`src/sv/yuv_to_rgb565_tiled_texel_top_defines.svh`:
```
// Assertion macros for the YCbCr to RGB565 tiled texel block.
// Included by the top level; expects clk and rst_n in scope.
`ifndef YUV_TO_RGB565_TILED_TEXEL_TOP_DEFINES_SVH
`define YUV_TO_RGB565_TILED_TEXEL_TOP_DEFINES_SVH

// Same-cycle implication, disabled while in reset.
`define YTR_ASSERT_NOW(label, ante, cons, msg) \
    label: assert property (@(posedge clk) disable iff (!rst_n) (ante) |-> (cons)) \
        else $error(msg);

// Next-cycle implication, disabled while in reset.
`define YTR_ASSERT_NEXT(label, ante, cons, msg) \
    label: assert property (@(posedge clk) disable iff (!rst_n) (ante) |=> (cons)) \
        else $error(msg);

`endif

```
`src/sv/ytr_pkg.sv`:
```
// Shared constants for the YCbCr to RGB565 tiled texel block.
// No dependencies; imported by ytr_texel_addr and the top level.
`default_nettype none

package ytr_pkg;

    // Texture geometry (powers of two)
    localparam int unsigned CELL_WIDTH  = 128;
    localparam int unsigned CELL_HEIGHT = 128;
    localparam int unsigned MAX_CELLS   = 16;
    localparam int unsigned CELL_BYTES  = CELL_WIDTH * CELL_HEIGHT * 2;
    localparam int unsigned TILE_BYTES  = 32;

    // Field widths
    localparam int unsigned SAMPLE_W = 8;
    localparam int unsigned CELL_W   = 4;
    localparam int unsigned COORD_W  = 7;
    localparam int unsigned PIXEL_W  = 16;
    localparam int unsigned ADDR_W   = 19;

    // Internal arithmetic widths
    localparam int unsigned ACC_W  = 20;
    localparam int unsigned CHAN_W = ACC_W - 8;
    localparam int unsigned COEF_W = 11;

    // Full-range coefficients (8 fractional bits)
    localparam logic signed [COEF_W-1:0] FULL_R_CR = 11'sd359;
    localparam logic signed [COEF_W-1:0] FULL_G_CB = -11'sd88;
    localparam logic signed [COEF_W-1:0] FULL_G_CR = -11'sd183;
    localparam logic signed [COEF_W-1:0] FULL_B_CB = 11'sd454;

    // Studio-range coefficients (8 fractional bits)
    localparam logic signed [COEF_W-1:0] STUDIO_Y    = 11'sd298;
    localparam logic signed [COEF_W-1:0] STUDIO_R_CR = 11'sd409;
    localparam logic signed [COEF_W-1:0] STUDIO_G_CB = -11'sd100;
    localparam logic signed [COEF_W-1:0] STUDIO_G_CR = -11'sd208;
    localparam logic signed [COEF_W-1:0] STUDIO_B_CB = 11'sd516;

    localparam logic [SAMPLE_W-1:0] CHROMA_OFFSET = 8'd128;
    localparam logic [SAMPLE_W-1:0] LUMA_OFFSET   = 8'd16;
    localparam logic signed [ACC_W-1:0] ROUND_HALF = 20'sd128;
    // Turns the floor of a subtracted term into a ceiling
    localparam logic signed [ACC_W-1:0] ROUND_CEIL = 20'sd255;

endpackage

`default_nettype wire

```
`src/sv/yuv_to_rgb565_tiled_texel_top.sv`:
```
// Top level of the YCbCr to RGB565 tiled texel converter.
// Depends on ytr_pkg, ytr_texel_addr and yuv_to_rgb565_tiled_texel_top_defines.svh.
`default_nettype none

// Converts one BT.601 YCbCr pixel per clock, while in_stall is low, to RGB565
// and gives the byte address of its high byte in a texture of 128x128 cells
// tiled as 4x4 texels. The datapath is three register stages: products and
// texel address, then the channel sums with a floor shift by 8, then clamp to
// 0..255 and packing into the output register. A new transaction can enter
// every cycle that in_stall is low. Each stage holds its data only while the
// stage after it is full and held, so in_stall rises only when all three
// stages are occupied and the output transaction is stalled. The range
// register (reset 1) picks full-range JPEG coefficients; 0 picks studio range
// with the luma offset of 16. Write it with cfg_we/cfg_data only while no
// transaction is in flight.
`include "yuv_to_rgb565_tiled_texel_top_defines.svh"

module yuv_to_rgb565_tiled_texel_top
    import ytr_pkg::*;
(
    input  wire logic                clk,
    input  wire logic                rst_n,

    input  wire logic                cfg_we,
    input  wire logic                cfg_data,

    input  wire logic                in_valid,
    output logic                     in_stall,
    input  wire logic [SAMPLE_W-1:0] luma,
    input  wire logic [SAMPLE_W-1:0] chroma_blue,
    input  wire logic [SAMPLE_W-1:0] chroma_red,
    input  wire logic [CELL_W-1:0]   cell_number,
    input  wire logic [COORD_W-1:0]  column_in_cell,
    input  wire logic [COORD_W-1:0]  row_in_cell,

    output logic                     out_valid,
    input  wire logic                out_stall,
    output logic [PIXEL_W-1:0]       rgb565,
    output logic [ADDR_W-1:0]        byte_address
);

    // Clamp a signed channel to 0..255
    function automatic logic [SAMPLE_W-1:0] clamp8(input logic signed [CHAN_W-1:0] v);
        logic [SAMPLE_W-1:0] res;
        if (v < 0)
            res = '0;
        else if (v > 12'sd255)
            res = '1;
        else
            res = v[SAMPLE_W-1:0];
        return res;
    endfunction

    // Configuration register
    logic jpeg_range_reg;

    always_ff @(posedge clk or negedge rst_n)
    begin
        if (!rst_n)
            jpeg_range_reg <= 1'b1;
        else if (cfg_we)
            jpeg_range_reg <= cfg_data;
    end

    // Pipeline control: a stage takes new data when empty or when its
    // successor moves on
    logic s1_valid_reg;
    logic s2_valid_reg;
    logic out_valid_reg;
    logic s1_ready;
    logic s2_ready;
    logic s3_ready;
    logic in_take;

    assign s3_ready = !out_valid_reg || !out_stall;
    assign s2_ready = !s2_valid_reg || s3_ready;
    assign s1_ready = !s1_valid_reg || s2_ready;
    assign in_stall = !s1_ready;
    assign in_take  = in_valid && s1_ready;

    always_ff @(posedge clk or negedge rst_n)
    begin
        if (!rst_n)
        begin
            s1_valid_reg  <= 1'b0;
            s2_valid_reg  <= 1'b0;
            out_valid_reg <= 1'b0;
        end
        else
        begin
            if (s1_ready)
                s1_valid_reg <= in_valid;
            if (s2_ready)
                s2_valid_reg <= s1_valid_reg;
            if (s3_ready)
                out_valid_reg <= s2_valid_reg;
        end
    end

    // Stage 1: remove chroma offset, form products and the luma base term.
    // Full range uses 256*Y as base so that Y + floor(p/256) = floor((256Y+p)/256);
    // green subtracts, so its base gets +255 to turn the floor into a ceiling.
    logic signed [SAMPLE_W:0]   cb_off;
    logic signed [SAMPLE_W:0]   cr_off;
    logic signed [SAMPLE_W:0]   luma_off;
    logic signed [COEF_W-1:0]   coef_r_cr;
    logic signed [COEF_W-1:0]   coef_g_cb;
    logic signed [COEF_W-1:0]   coef_g_cr;
    logic signed [COEF_W-1:0]   coef_b_cb;
    logic signed [ACC_W-1:0]    luma_scaled;
    logic signed [ACC_W-1:0]    studio_base;
    logic signed [ACC_W-1:0]    base_rb_next;
    logic signed [ACC_W-1:0]    base_g_next;
    logic signed [ACC_W-1:0]    prod_r_next;
    logic signed [ACC_W-1:0]    prod_gb_next;
    logic signed [ACC_W-1:0]    prod_gr_next;
    logic signed [ACC_W-1:0]    prod_b_next;
    logic        [ADDR_W-1:0]   addr_next;

    logic signed [ACC_W-1:0]    base_rb_reg;
    logic signed [ACC_W-1:0]    base_g_reg;
    logic signed [ACC_W-1:0]    prod_r_reg;
    logic signed [ACC_W-1:0]    prod_gb_reg;
    logic signed [ACC_W-1:0]    prod_gr_reg;
    logic signed [ACC_W-1:0]    prod_b_reg;
    logic        [ADDR_W-1:0]   s1_addr_reg;

    always_comb
    begin
        cb_off   = signed'({1'b0, chroma_blue}) - signed'({1'b0, CHROMA_OFFSET});
        cr_off   = signed'({1'b0, chroma_red}) - signed'({1'b0, CHROMA_OFFSET});
        luma_off = signed'({1'b0, luma}) - signed'({1'b0, LUMA_OFFSET});

        coef_r_cr = jpeg_range_reg ? FULL_R_CR : STUDIO_R_CR;
        coef_g_cb = jpeg_range_reg ? FULL_G_CB : STUDIO_G_CB;
        coef_g_cr = jpeg_range_reg ? FULL_G_CR : STUDIO_G_CR;
        coef_b_cb = jpeg_range_reg ? FULL_B_CB : STUDIO_B_CB;

        luma_scaled = signed'(ACC_W'({luma, 8'd0}));
        studio_base = STUDIO_Y * luma_off + ROUND_HALF;

        base_rb_next = jpeg_range_reg ? luma_scaled : studio_base;
        base_g_next  = jpeg_range_reg ? luma_scaled + ROUND_CEIL : studio_base;

        prod_r_next  = coef_r_cr * cr_off;
        prod_gb_next = coef_g_cb * cb_off;
        prod_gr_next = coef_g_cr * cr_off;
        prod_b_next  = coef_b_cb * cb_off;
    end

    ytr_texel_addr u_texel_addr (
        .cell_number    (cell_number),
        .column_in_cell (column_in_cell),
        .row_in_cell    (row_in_cell),
        .byte_address   (addr_next)
    );

    always_ff @(posedge clk)
    begin
        if (in_take)
        begin
            base_rb_reg <= base_rb_next;
            base_g_reg  <= base_g_next;
            prod_r_reg  <= prod_r_next;
            prod_gb_reg <= prod_gb_next;
            prod_gr_reg <= prod_gr_next;
            prod_b_reg  <= prod_b_next;
            s1_addr_reg <= addr_next;
        end
    end

    // Stage 2: sum and floor-shift by 8 (arithmetic shift = drop low bits)
    logic signed [ACC_W-1:0]  sum_r;
    logic signed [ACC_W-1:0]  sum_g;
    logic signed [ACC_W-1:0]  sum_b;
    logic signed [CHAN_W-1:0] chan_r_reg;
    logic signed [CHAN_W-1:0] chan_g_reg;
    logic signed [CHAN_W-1:0] chan_b_reg;
    logic        [ADDR_W-1:0] s2_addr_reg;

    always_comb
    begin
        sum_r = base_rb_reg + prod_r_reg;
        sum_g = base_g_reg + prod_gb_reg + prod_gr_reg;
        sum_b = base_rb_reg + prod_b_reg;
    end

    always_ff @(posedge clk)
    begin
        if (s1_valid_reg && s2_ready)
        begin
            chan_r_reg  <= signed'(sum_r[ACC_W-1:8]);
            chan_g_reg  <= signed'(sum_g[ACC_W-1:8]);
            chan_b_reg  <= signed'(sum_b[ACC_W-1:8]);
            s2_addr_reg <= s1_addr_reg;
        end
    end

    // Stage 3: clamp and pack into the output register
    logic [SAMPLE_W-1:0] red8;
    logic [SAMPLE_W-1:0] green8;
    logic [SAMPLE_W-1:0] blue8;
    logic [PIXEL_W-1:0]  rgb565_next;
    logic [PIXEL_W-1:0]  rgb565_reg;
    logic [ADDR_W-1:0]   out_addr_reg;

    always_comb
    begin
        red8        = clamp8(chan_r_reg);
        green8      = clamp8(chan_g_reg);
        blue8       = clamp8(chan_b_reg);
        rgb565_next = {red8[7:3], green8[7:2], blue8[7:3]};
    end

    always_ff @(posedge clk)
    begin
        if (s2_valid_reg && s3_ready)
        begin
            rgb565_reg   <= rgb565_next;
            out_addr_reg <= s2_addr_reg;
        end
    end

    assign out_valid    = out_valid_reg;
    assign rgb565       = rgb565_reg;
    assign byte_address = out_addr_reg;

    // Checks on the pipeline control
    `YTR_ASSERT_NOW(a_stall_only_when_full, in_stall,
        s1_valid_reg && s2_valid_reg && out_valid_reg && out_stall,
        "input stalled while the pipeline has room")
    `YTR_ASSERT_NEXT(a_accept_fills_s1, in_valid && !in_stall, s1_valid_reg,
        "accepted transaction did not reach stage 1")
    `YTR_ASSERT_NEXT(a_s2_reaches_out, s2_valid_reg && s3_ready, out_valid_reg,
        "stage 2 transaction lost on its way to the output")

endmodule

`default_nettype wire

```
`src/sv/ytr_texel_addr.sv`:
```
// Byte address of a texel in a texture of cells tiled as 4x4 texels.
// Depends on ytr_pkg for the geometry constants.
`default_nettype none

module ytr_texel_addr
    import ytr_pkg::*;
(
    input  wire logic [CELL_W-1:0]  cell_number,
    input  wire logic [COORD_W-1:0] column_in_cell,
    input  wire logic [COORD_W-1:0] row_in_cell,
    output logic      [ADDR_W-1:0]  byte_address
);

    logic [31:0] cell_idx;
    logic [31:0] col_idx;
    logic [31:0] row_idx;
    logic [31:0] tile_offset;
    logic [31:0] texel_offset;
    logic [31:0] addr_sum;

    always_comb
    begin
        // Wrap out-of-range values; all sizes are powers of two, so these are masks
        cell_idx = 32'(cell_number) % MAX_CELLS;
        col_idx  = 32'(column_in_cell) % CELL_WIDTH;
        row_idx  = 32'(row_in_cell) % CELL_HEIGHT;

        tile_offset  = ((row_idx >> 2) * (CELL_WIDTH / 4) + (col_idx >> 2)) * TILE_BYTES;
        texel_offset = ((row_idx & 32'd3) * 32'd4 + (col_idx & 32'd3)) * 32'd2;
        addr_sum     = cell_idx * CELL_BYTES + tile_offset + texel_offset;
    end

    assign byte_address = addr_sum[ADDR_W-1:0];

endmodule

`default_nettype wire
```
`config.mk`:
```
export PLATFORM = sky130hd
export DESIGN_NAME = yuv_to_rgb565_tiled_texel_top
export DESIGN_NICKNAME = d
export VERILOG_FILES = /design/src/sv/ytr_pkg.sv /design/src/sv/yuv_to_rgb565_tiled_texel_top.sv /design/src/sv/ytr_texel_addr.sv
export VERILOG_INCLUDE_DIRS = /design/src /design/src/sv
export SDC_FILE = /design/constraint.sdc
export NUM_CORES = 1
export LEC_CHECK = 0
export ABC_AREA = 0
export CORE_MARGIN = 8
export CORE_UTILIZATION = 55
export CTS_BUF_LIST = sky130_fd_sc_hd__clkbuf_2 sky130_fd_sc_hd__clkbuf_4 sky130_fd_sc_hd__clkbuf_8
export CTS_CLUSTER_DIAMETER = 30
export DETAILED_ROUTE_END_ITERATION = 8
export DONT_BUFFER_PORTS = 1
export PLACE_DENSITY = 0.82
export SLEW_MARGIN = 25
export SYNTH_ARGS = -nofsm -noshare
export SYNTH_HDL_FRONTEND = slang
export SYNTH_HIERARCHICAL = 1
export SYNTH_SLANG_ARGS = --single-unit
```
`constraint.sdc`:
```
create_clock -name clk -period 5.46 [get_ports clk]
set_clock_uncertainty 0.05 [all_clocks]
set_input_delay 0.546 -clock clk [delete_from_list [all_inputs] [get_ports clk]]
set_output_delay 0.546 -clock clk [all_outputs]
set_load 0.05 [all_outputs]
```
Word level (Yosys, flattened, before mapping). Index checks and enable logic that the tools add are counted.

Register bits: 233. Latch bits: 0. Memory bits (writable): 0. Bits in read-only memories: 0. Output and inout port bits: 37. Logic and storage cells: 64. Memories: 0.

$add $sub $neg: 13. Multiply operators: 5. Divide/modulo/power cells: 0. Magnitude comparators: 6. Eq/ne operators: 0. Shift-type cells: 0. Muxes and demuxes: 9. Bitwise gates (word level): 0. Reductions and logical operators: 11.

Operators with widths (number): $add 20x20->20 (4); $gt 12x9->1 const B (3); $lt 12x1->1 const B (3); $mux 8 (4); $add 19x9->20 const B (1); $mul 11x9->20 (1); $mux 20 (1); $add 19x16->19 (1); $add 19x6->19 (1); $mul 10x9->19 (1); $mul 9x9->18 (1); $mul 9x9->18 const A (1); $sub 8x8->9 const B (2); $add 16x8->17 const B (1); $mul 8x9->17 (1); $mux 16 (1); $add 10x5->11 (1); $mux 10 (1); $sub 8x5->9 const B (1); $mux 7 (1); $mux 6 (1); $add 4x2->5 (1); $logic_not 1->1 (5); $logic_and 1x1->1 (3); $logic_or 1x1->1 (3).

Logic depth before layout (Yosys ltp). Gate-level depths: netlist of the first run.

Depth in word-level cells: 5. Depth in mapped cells: 21. Depth with buffers taken out: 20.

By module. The synthesis of the first run kept the hierarchy.

By module, submodules not included: yuv_to_rgb565_tiled_texel_top (instances 1, cells an instance 1465, area an instance 17207.8 sq um, seq. area each 6047.0 sq um); ytr_texel_addr (instances 1, cells an instance 20, area an instance 146.4 sq um, seq. area each 0.0 sq um).

Worst setup path after synthesis of the first run. OpenSTA, ideal clock, no wires.

Path kind: register to register. Start: register jpeg_range_reg. End: register prod_b_reg[18], data pin. Library setup time: 258 ps. Arrival: 5107 ps. Data required time: 5152 ps. Path slack: 45 ps. Cell stages (with the launch flop): 20. Clock period less this slack: 5415 ps. Cell sequence: dfstp_2 clkbuf_1 inv_1 buf_1 nor2_1 fa_1 ha_1 inv_1 fa_1 fa_1 inv_1 fa_1 ha_1 a31o_2 a21oi_1 o21a_1 o21ai_0 a21o_1 a21oi_1 xnor2_1.

Longest elaborated chain between the ends: 2.

RTL lines: start, declared (line yuv_to_rgb565_tiled_texel_top.sv:55) `logic jpeg_range_reg;`; start signal, assigned (line yuv_to_rgb565_tiled_texel_top.sv:62) `jpeg_range_reg <= cfg_data;`; $mux 10 (line yuv_to_rgb565_tiled_texel_top.sv:137) `coef_b_cb = jpeg_range_reg ? FULL_B_CB : STUDIO_B_CB;`; $mul 11x9->20 (line yuv_to_rgb565_tiled_texel_top.sv:148) `prod_b_next = coef_b_cb * cb_off;`; net prod_b_next[18] (line yuv_to_rgb565_tiled_texel_top.sv:117) `logic signed [ACC_W-1:0] prod_b_next;`; end signal, assigned (line yuv_to_rgb565_tiled_texel_top.sv:167) `prod_b_reg <= prod_b_next;`; end, declared (line yuv_to_rgb565_tiled_texel_top.sv:125) `logic signed [ACC_W-1:0] prod_b_reg;`.

The timed path passes the listed nets, and every way through them passes these cells. A chain may end at the register's enable or synchronous reset.

Worst setup path after layout of the first run.
Start: register jpeg_range_reg. End: register prod_r_reg[14], data pin.

Longest elaborated chain between the ends: 2.

RTL lines: $mux 8 (line yuv_to_rgb565_tiled_texel_top.sv:134) `coef_r_cr = jpeg_range_reg ? FULL_R_CR : STUDIO_R_CR;`; $mul 10x9->19 (line yuv_to_rgb565_tiled_texel_top.sv:145) `prod_r_next = coef_r_cr * cr_off;`; net prod_r_next[14] (line yuv_to_rgb565_tiled_texel_top.sv:114) `logic signed [ACC_W-1:0] prod_r_next;`; end signal, assigned (line yuv_to_rgb565_tiled_texel_top.sv:164) `prod_r_reg <= prod_r_next;`; end, declared (line yuv_to_rgb565_tiled_texel_top.sv:122) `logic signed [ACC_W-1:0] prod_r_reg;`.

The timed path passes the listed nets, and every way through them passes these cells.

==> flow_summary.json, run 1 <==
{
  "cts_tree": "done",
  "worst_pin_slew_ns": 0.918,
  "post-dp-hpwl_mm": 28.0,
  "dpl-instance-area_sq_um": 17900,
  "path_class": "reg -> reg",
  "clock_latency_ns": 0.53,
  "whs_endpoint": "s1_addr_reg[15]$_DFFE_PP_",
  "required_ns": 5.80,
  "hold_viol": 0,
  "arrival_ns": 5.66,
  "rsz0062_at_grt": "yes",
  "grt_pass1_wl_mm": 56.8,
  "whs_path_depth": 0,
  "critPathMaxFanout": 16,
  "grt_pass1_vias": 11518,
  "synthTopCellsByCount": "303 x ha_1, 240 x inv_1, 198 x edfxtp_1",
  "hold_class": "in -> reg",
  "setup_ws_ns": 0.141,
  "synth.top_cells.by_area": "edfxtp_1 34%, ha_1 22%, fa_1 16%, inv_1 5.2%, xnor2_1 3.1%",
  "fp-row-count": 65,
  "slew_violations": 0,
  "power.density_nw_per_um2": 581,
  "cts_root_buf": "clkbuf_8",
  "synth_mux_area_frac": 0.00245,
  "synth_edf_count": 198,
  "yosysMostFrequentCell": "ha_1",
  "endpoint_kind": "flop",
  "cts_buffers": 40,
  "max_slew_margin": 0.388,
  "antenna_found_initial": 0,
  "leakage_nw": 8.85,
  "clk_pin_slew_ns": 0.06,
  "async_reset_ff_frac": 0.0198,
  "min_from": "cell_number[0]",
  "dr.pass1.iters": 5,
  "drive_above_1_share": 0.0922,
  "die-width_microns": 194,
  "ios": 85,
  "r2r-start": "jpeg_range_reg$_DFFE_PN1P_",
  "hold_ws_ns": 0.0492,
  "r2r-end": "prod_r_reg[14]$_DFFE_PP_",
  "place_ws_ns": -0.102,
  "htreeDepth": 2,
  "vias_per_cell": 5.50,
  "routed-via-count": 10751,
  "synth_fa_ha_area_frac": 0.383,
  "fmax_mhz": 188,
  "drcViolationCount": 0,
  "yosysWarnings": 6,
  "max_cap_violations": 0,
  "wl_per_cell_microns": 17.5,
  "cts_sinks": 202,
  "status": "completed",
  "antennaDiodeCount": 0,
  "critPathLaunchType": "flop",
  "ys_seq_area_frac": 0.348,
  "setup_viol": 0,
  "fp.dieArea_sq_um": 37500,
  "syn_area_sq_um": 17400,
  "fill_cells": 2365,
  "grt_overflow": 0,
  "grt.total_usage": 0.185,
  "fin_crit_ns": 5.32,
  "gp_congestion": 0.936,
  "avgSynthCellArea_sq_um": 11.7,
  "design_area_sq_um": 18800,
  "floorplan.initialDensity": 0.554,
  "core-area_sq_um": 31300,
  "synth_compound_area_frac": 0.0780,
  "worstRegToRegCells": 17,
  "drt_wl_total_mm": 34.2,
  "synth.distinct_cells": 73,
  "min_period_over_period": 0.974,
  "ys_seq_elements": 202,
  "finalPower_mw": 10.9,
  "r2r_slack_ns": 0.14,
  "detail-route-antenna-nets": 0,
  "nNetsFinal": 2016,
  "synth-xor-area-share": 0.0467,
  "vdd_drop_max_v": 0.000623,
  "first_iter_violations": 507,
  "yosys_most_used_dff": "edfxtp_1",
  "yosysTopAreaCell": "edfxtp_1",
  "io_buffers": 0,
  "die_y_microns": 194,
  "synth_top_area_frac": 0.343,
  "syn_to_final_growth_pct": 8.38,
  "yosys.area_share.simple": 0.0749,
  "grt_max_degree": 71,
  "synth_cells": 1485,
  "synth_top_family_by_area": "adder cells",
  "clock_path_buffers": 3
}
==> worst max-delay path, cell delays in order (launching register included) <==
cell      delay [ns]
dfstp_2         0.59
buf_12          0.15
nor2b_1         0.07
or2_2           0.32
ha_1            0.28
inv_1           0.05
fa_1            0.48
inv_1           0.05
fa_1            0.46
fa_1            0.57
fa_1            0.43
ha_1            0.36
inv_1           0.11
o21bai_1        0.08
a21oi_1         0.23
o21bai_1        0.17
or4b_2          0.65
nand3_1         0.10
==> layout make-up <==
type                       instances  area [sq um]  area share
sequential                       202          6050       0.322
tap                              402           503      0.0267
inverter                         240           905      0.0481
clock buffer                      49           637      0.0339
timing repair buffer              28           245      0.0130
clock inverter                    22           220      0.0117
multi-input combinational       1010         10300       0.545
==> power breakdown <==
part | switching (mW) | internal [mW]
Combinational | 3.53 | 2.77
Clock | 0.659 | 0.929
Sequential | 0.455 | 2.57
==> metal layers <==
metal	global-route usage	wire [microns]
met1	0.229	14500
met2	0.315	16400
met3	0.0384	2190
met4	0.0673	1090
met5	0	0
==> cell families after synthesis <==
kind of cell | Yosys count
AO/OA/AOI/OAI | 201
XOR/XNOR | 91
adder cells (fa/ha/maj) | 446
buffers and inverters | 278
flip-flops | 202
multiplexers | 4
other | 3
AND/OR/NAND/NOR | 260
==> layout by cell type, fill, tap and decap left out, types with 6 or more instances in the layout <==
cell / instances
a21oi_2: 6
fa_1: 143
nor2_1: 86
nand2_1: 54
ha_1: 303
nor2b_1: 14
clkbuf_8: 43
o21ai_0: 34
buf_4: 25
o21a_1: 10
and2_1: 6
and3_1: 7
inv_1: 239
o211ai_1: 6
a21oi_1: 50
o21bai_1: 13
clkbuf_4: 6
or2_2: 14
nand4_1: 12
xnor2_1: 61
nor3_1: 12
conb_1: 8
a21o_1: 27
xor2_1: 29
nand2b_1: 10
edfxtp_1: 198
a211oi_1: 7
nand3_1: 10
a31oi_1: 8
==> per-stage QoR <==
step / setup TNS, ns / utilization / std cells
6_report: 0 / 0.601 / 1953
5_1_grt: -0.230 / 0.601 / 1953
4_1_cts: 0 / 0.598 / 1951
3_5_place_dp: -0.259 / 0.570 / 1879
3_3_place_gp: -0.0811 / 0.570 / 1879
2_1_floorplan: 0 / - / 1490
==> worst max-delay path by stage <==
stage | startpoint | end | slack [ns] | depth (start not counted)
6_report | jpeg_range_reg$_DFFE_PN1P_ | prod_r_reg[14]$_DFFE_PP_ | 0.14 | 17
5_1_grt | jpeg_range_reg$_DFFE_PN1P_ | prod_b_reg[19]$_DFFE_PP_ | -0.09 | 19
4_1_cts | jpeg_range_reg$_DFFE_PN1P_ | prod_r_reg[17]$_DFFE_PP_ | 0.03 | 19
3_5_place_dp | luma[4] | base_g_reg[18]$_SDFFCE_PP0P_ | -0.10 | 19
3_3_place_gp | luma[4] | base_g_reg[18]$_SDFFCE_PP0P_ | -0.05 | 19
2_1_floorplan | jpeg_range_reg$_DFFE_PN1P_ | prod_b_reg[18]$_DFFE_PP_ | 0.05 | 19
==> what timing repair did <==
action | 4_1_cts | 5_1_grt
hold endpoints to repair | 4 | 0
endpoints found under the setup margin | 0 | 8
buffers inserted | 0 | 1
resized for setup | 0 | 13
hold buffers | 1 | 0
(Power assumes the default switching activity.)
==> run 2, diff against run 1 <==
- PLACE_DENSITY: 0.82 -> 0.79
- clock period: 5.46 -> 6.2 ns (I/O delays scaled with it)
==> flow_summary.json, run 2 (same netlist as run 1, synthesis figures left out) <==
{
  "status": "completed",
  "cts_sinks": 202,
  "slew_violations": 0,
  "routed-via-count": 10671,
  "final_cell_mix": "303 x ha_1, 240 x inv_1, 198 x edfxtp_1",
  "leakage_nw": 8.80,
  "fp-row-count": 65,
  "grt.total_usage": 0.182,
  "ios": 85,
  "dr.pass1.iters": 5,
  "vias_per_cell": 5.50,
  "fill_cells": 2383,
  "drt_wl_total_mm": 33.5,
  "critPathMaxFanout": 15,
  "detail-route-antenna-nets": 0,
  "wl_per_cell_microns": 17.3,
  "die_y_microns": 194,
  "antenna_found_initial": 1,
  "hold_viol": 0,
  "clock_latency_ns": 0.53,
  "fmax_mhz": 176,
  "first_iter_violations": 513,
  "htreeDepth": 2,
  "syn_to_final_growth_pct": 7.77,
  "cts_resized": 0,
  "drcViolationCount": 0,
  "die-width_microns": 194,
  "grt_overflow": 0,
  "min_period_over_period": 0.916,
  "nNetsFinal": 2000,
  "hold_class": "in -> reg",
  "path_cells": "inv_1 > nor2_1 > buf_4 > or2_2 > ha_1 > inv_1 > fa_1 > inv_1 > fa_1 > fa_1 > fa_1 > ha_1 > inv_1 > o21bai_1 > a21oi_1 > o21bai_1 > or4b_2 > nand3_1",
  "critPathMaxStageDelay_ns": 0.66,
  "required_ns": 6.53,
  "worst_pin_slew_ns": 0.841,
  "power.density_nw_per_um2": 508,
  "endpoint_kind": "flop",
  "clk_pin_slew_ns": 0.06,
  "grt_max_degree": 67,
  "setup_tns_ns": 0,
  "final_util": 0.597,
  "critPathLaunchType": "flop",
  "hold_ws_ns": 0.128,
  "io_buffers": 0,
  "floorplan.initialDensity": 0.554,
  "antennaDiodeCount": 0,
  "cts_buffers": 42,
  "post_cts_buffers": 0,
  "cts_tree": "done",
  "max_slew_margin": 0.439,
  "cp_slowest_cell": "or4b_2",
  "setup_viol": 0,
  "vdd_drop_max_v": 0.000438,
  "post-dp-hpwl_mm": 27.7,
  "fin_crit_ns": 5.68,
  "path_class": "reg -> reg",
  "max_cap_violations": 0,
  "grt_pass1_wl_mm": 55.7,
  "cts_root_buf": "clkbuf_8",
  "gp_congestion": 0.899,
  "rsz0062_at_grt": "no",
  "clock_path_buffers": 3,
  "grt_pass1_vias": 11332,
  "final_common_cell": "ha_1",
  "fp.dieArea_sq_um": 37500,
  "arrival_ns": 6.01,
  "drive_above_1_share": 0.0761,
  "core-area_sq_um": 31300
}
==> run 2: through the flow <==
| stage | power, mW | instances | setup WS, ns | instance area [sq um] |
|---|---|---|---|---|
| CTS | 9.54 | 1939 | 0.556 | 18700 |
| detailed placement | 7.94 | 1862 | 0.257 | 17700 |
| finish | 9.50 | 1940 | 0.521 | 18700 |
| floorplan | 6.72 | 1490 | 0.785 | 17400 |
| global route | 10.4 | 1940 | 0.176 | 18700 |
| global placement | 7.72 | 1862 | 0.453 | 17700 |
==> run 2: critical path, delay by kind of cell (launching register included) <==
| kind | cells | cell delay, ns |
|---|---|---|
| DFF | 1 | 0.64 |
| AOI/OAI and AO/OA | 3 | 0.47 |
| adders and majority gates | 6 | 2.50 |
| buffers and inverters | 5 | 0.72 |
| and+or+nand+nor | 4 | 1.17 |
==> run 2: path summary, 6_finish.rpt <==
path / slack (ns) / startpoint / cells after the start / endpoint
setup reg to reg: 0.52 / jpeg_range_reg$_DFFE_PN1P_ / 18 / prod_r_reg[14]$_DFFE_PP_
hold / removal: 0.13 / cfg_we / 1 / jpeg_range_reg$_DFFE_PN1P_
min in group asynchronous: 0.40 / rst_n / 1 / s1_valid_reg$_DFFE_PN0N_
setup / recovery: 0.52 / jpeg_range_reg$_DFFE_PN1P_ / 18 / prod_r_reg[14]$_DFFE_PP_
max in group asynchronous: 5.38 / rst_n / 1 / jpeg_range_reg$_DFFE_PN1P_
hold reg to reg: 0.36 / s1_addr_reg[3]$_DFFE_PP_ / 0 / s2_addr_reg[3]$_DFFE_PP_
==> run 2: power by group <==
group	internal (mW)	switching (mW)
logic	2.35	2.95
registers	2.27	0.406
clock network	0.934	0.600
==> run 2: what timing repair did <==
action                                  CTS  global route
hold buffers                              1             0
hold endpoints to repair                  4             0
endpoints found under the setup margin    0             0
==> run 2: final cells by class <==
type / count / area [sq um] / share of cell area
timing repair buffer: 10 / 97.6 / 0.00522
clock buffer: 46 / 608 / 0.0325
inverter: 240 / 901 / 0.0482
clock inverter: 30 / 338 / 0.0181
multi-input combinational: 1010 / 10200 / 0.546
sequential: 202 / 6050 / 0.323
tap: 402 / 503 / 0.0269
==> run 2: metal layers <==
metal,GRT usage,routed length [microns],vias to the layer above
met5,0,13,-
met4,0.0661,1190,2
met3,0.0349,2000,73
met2,0.310,15800,300
met1,0.228,14500,5144
li1,-,-,5152
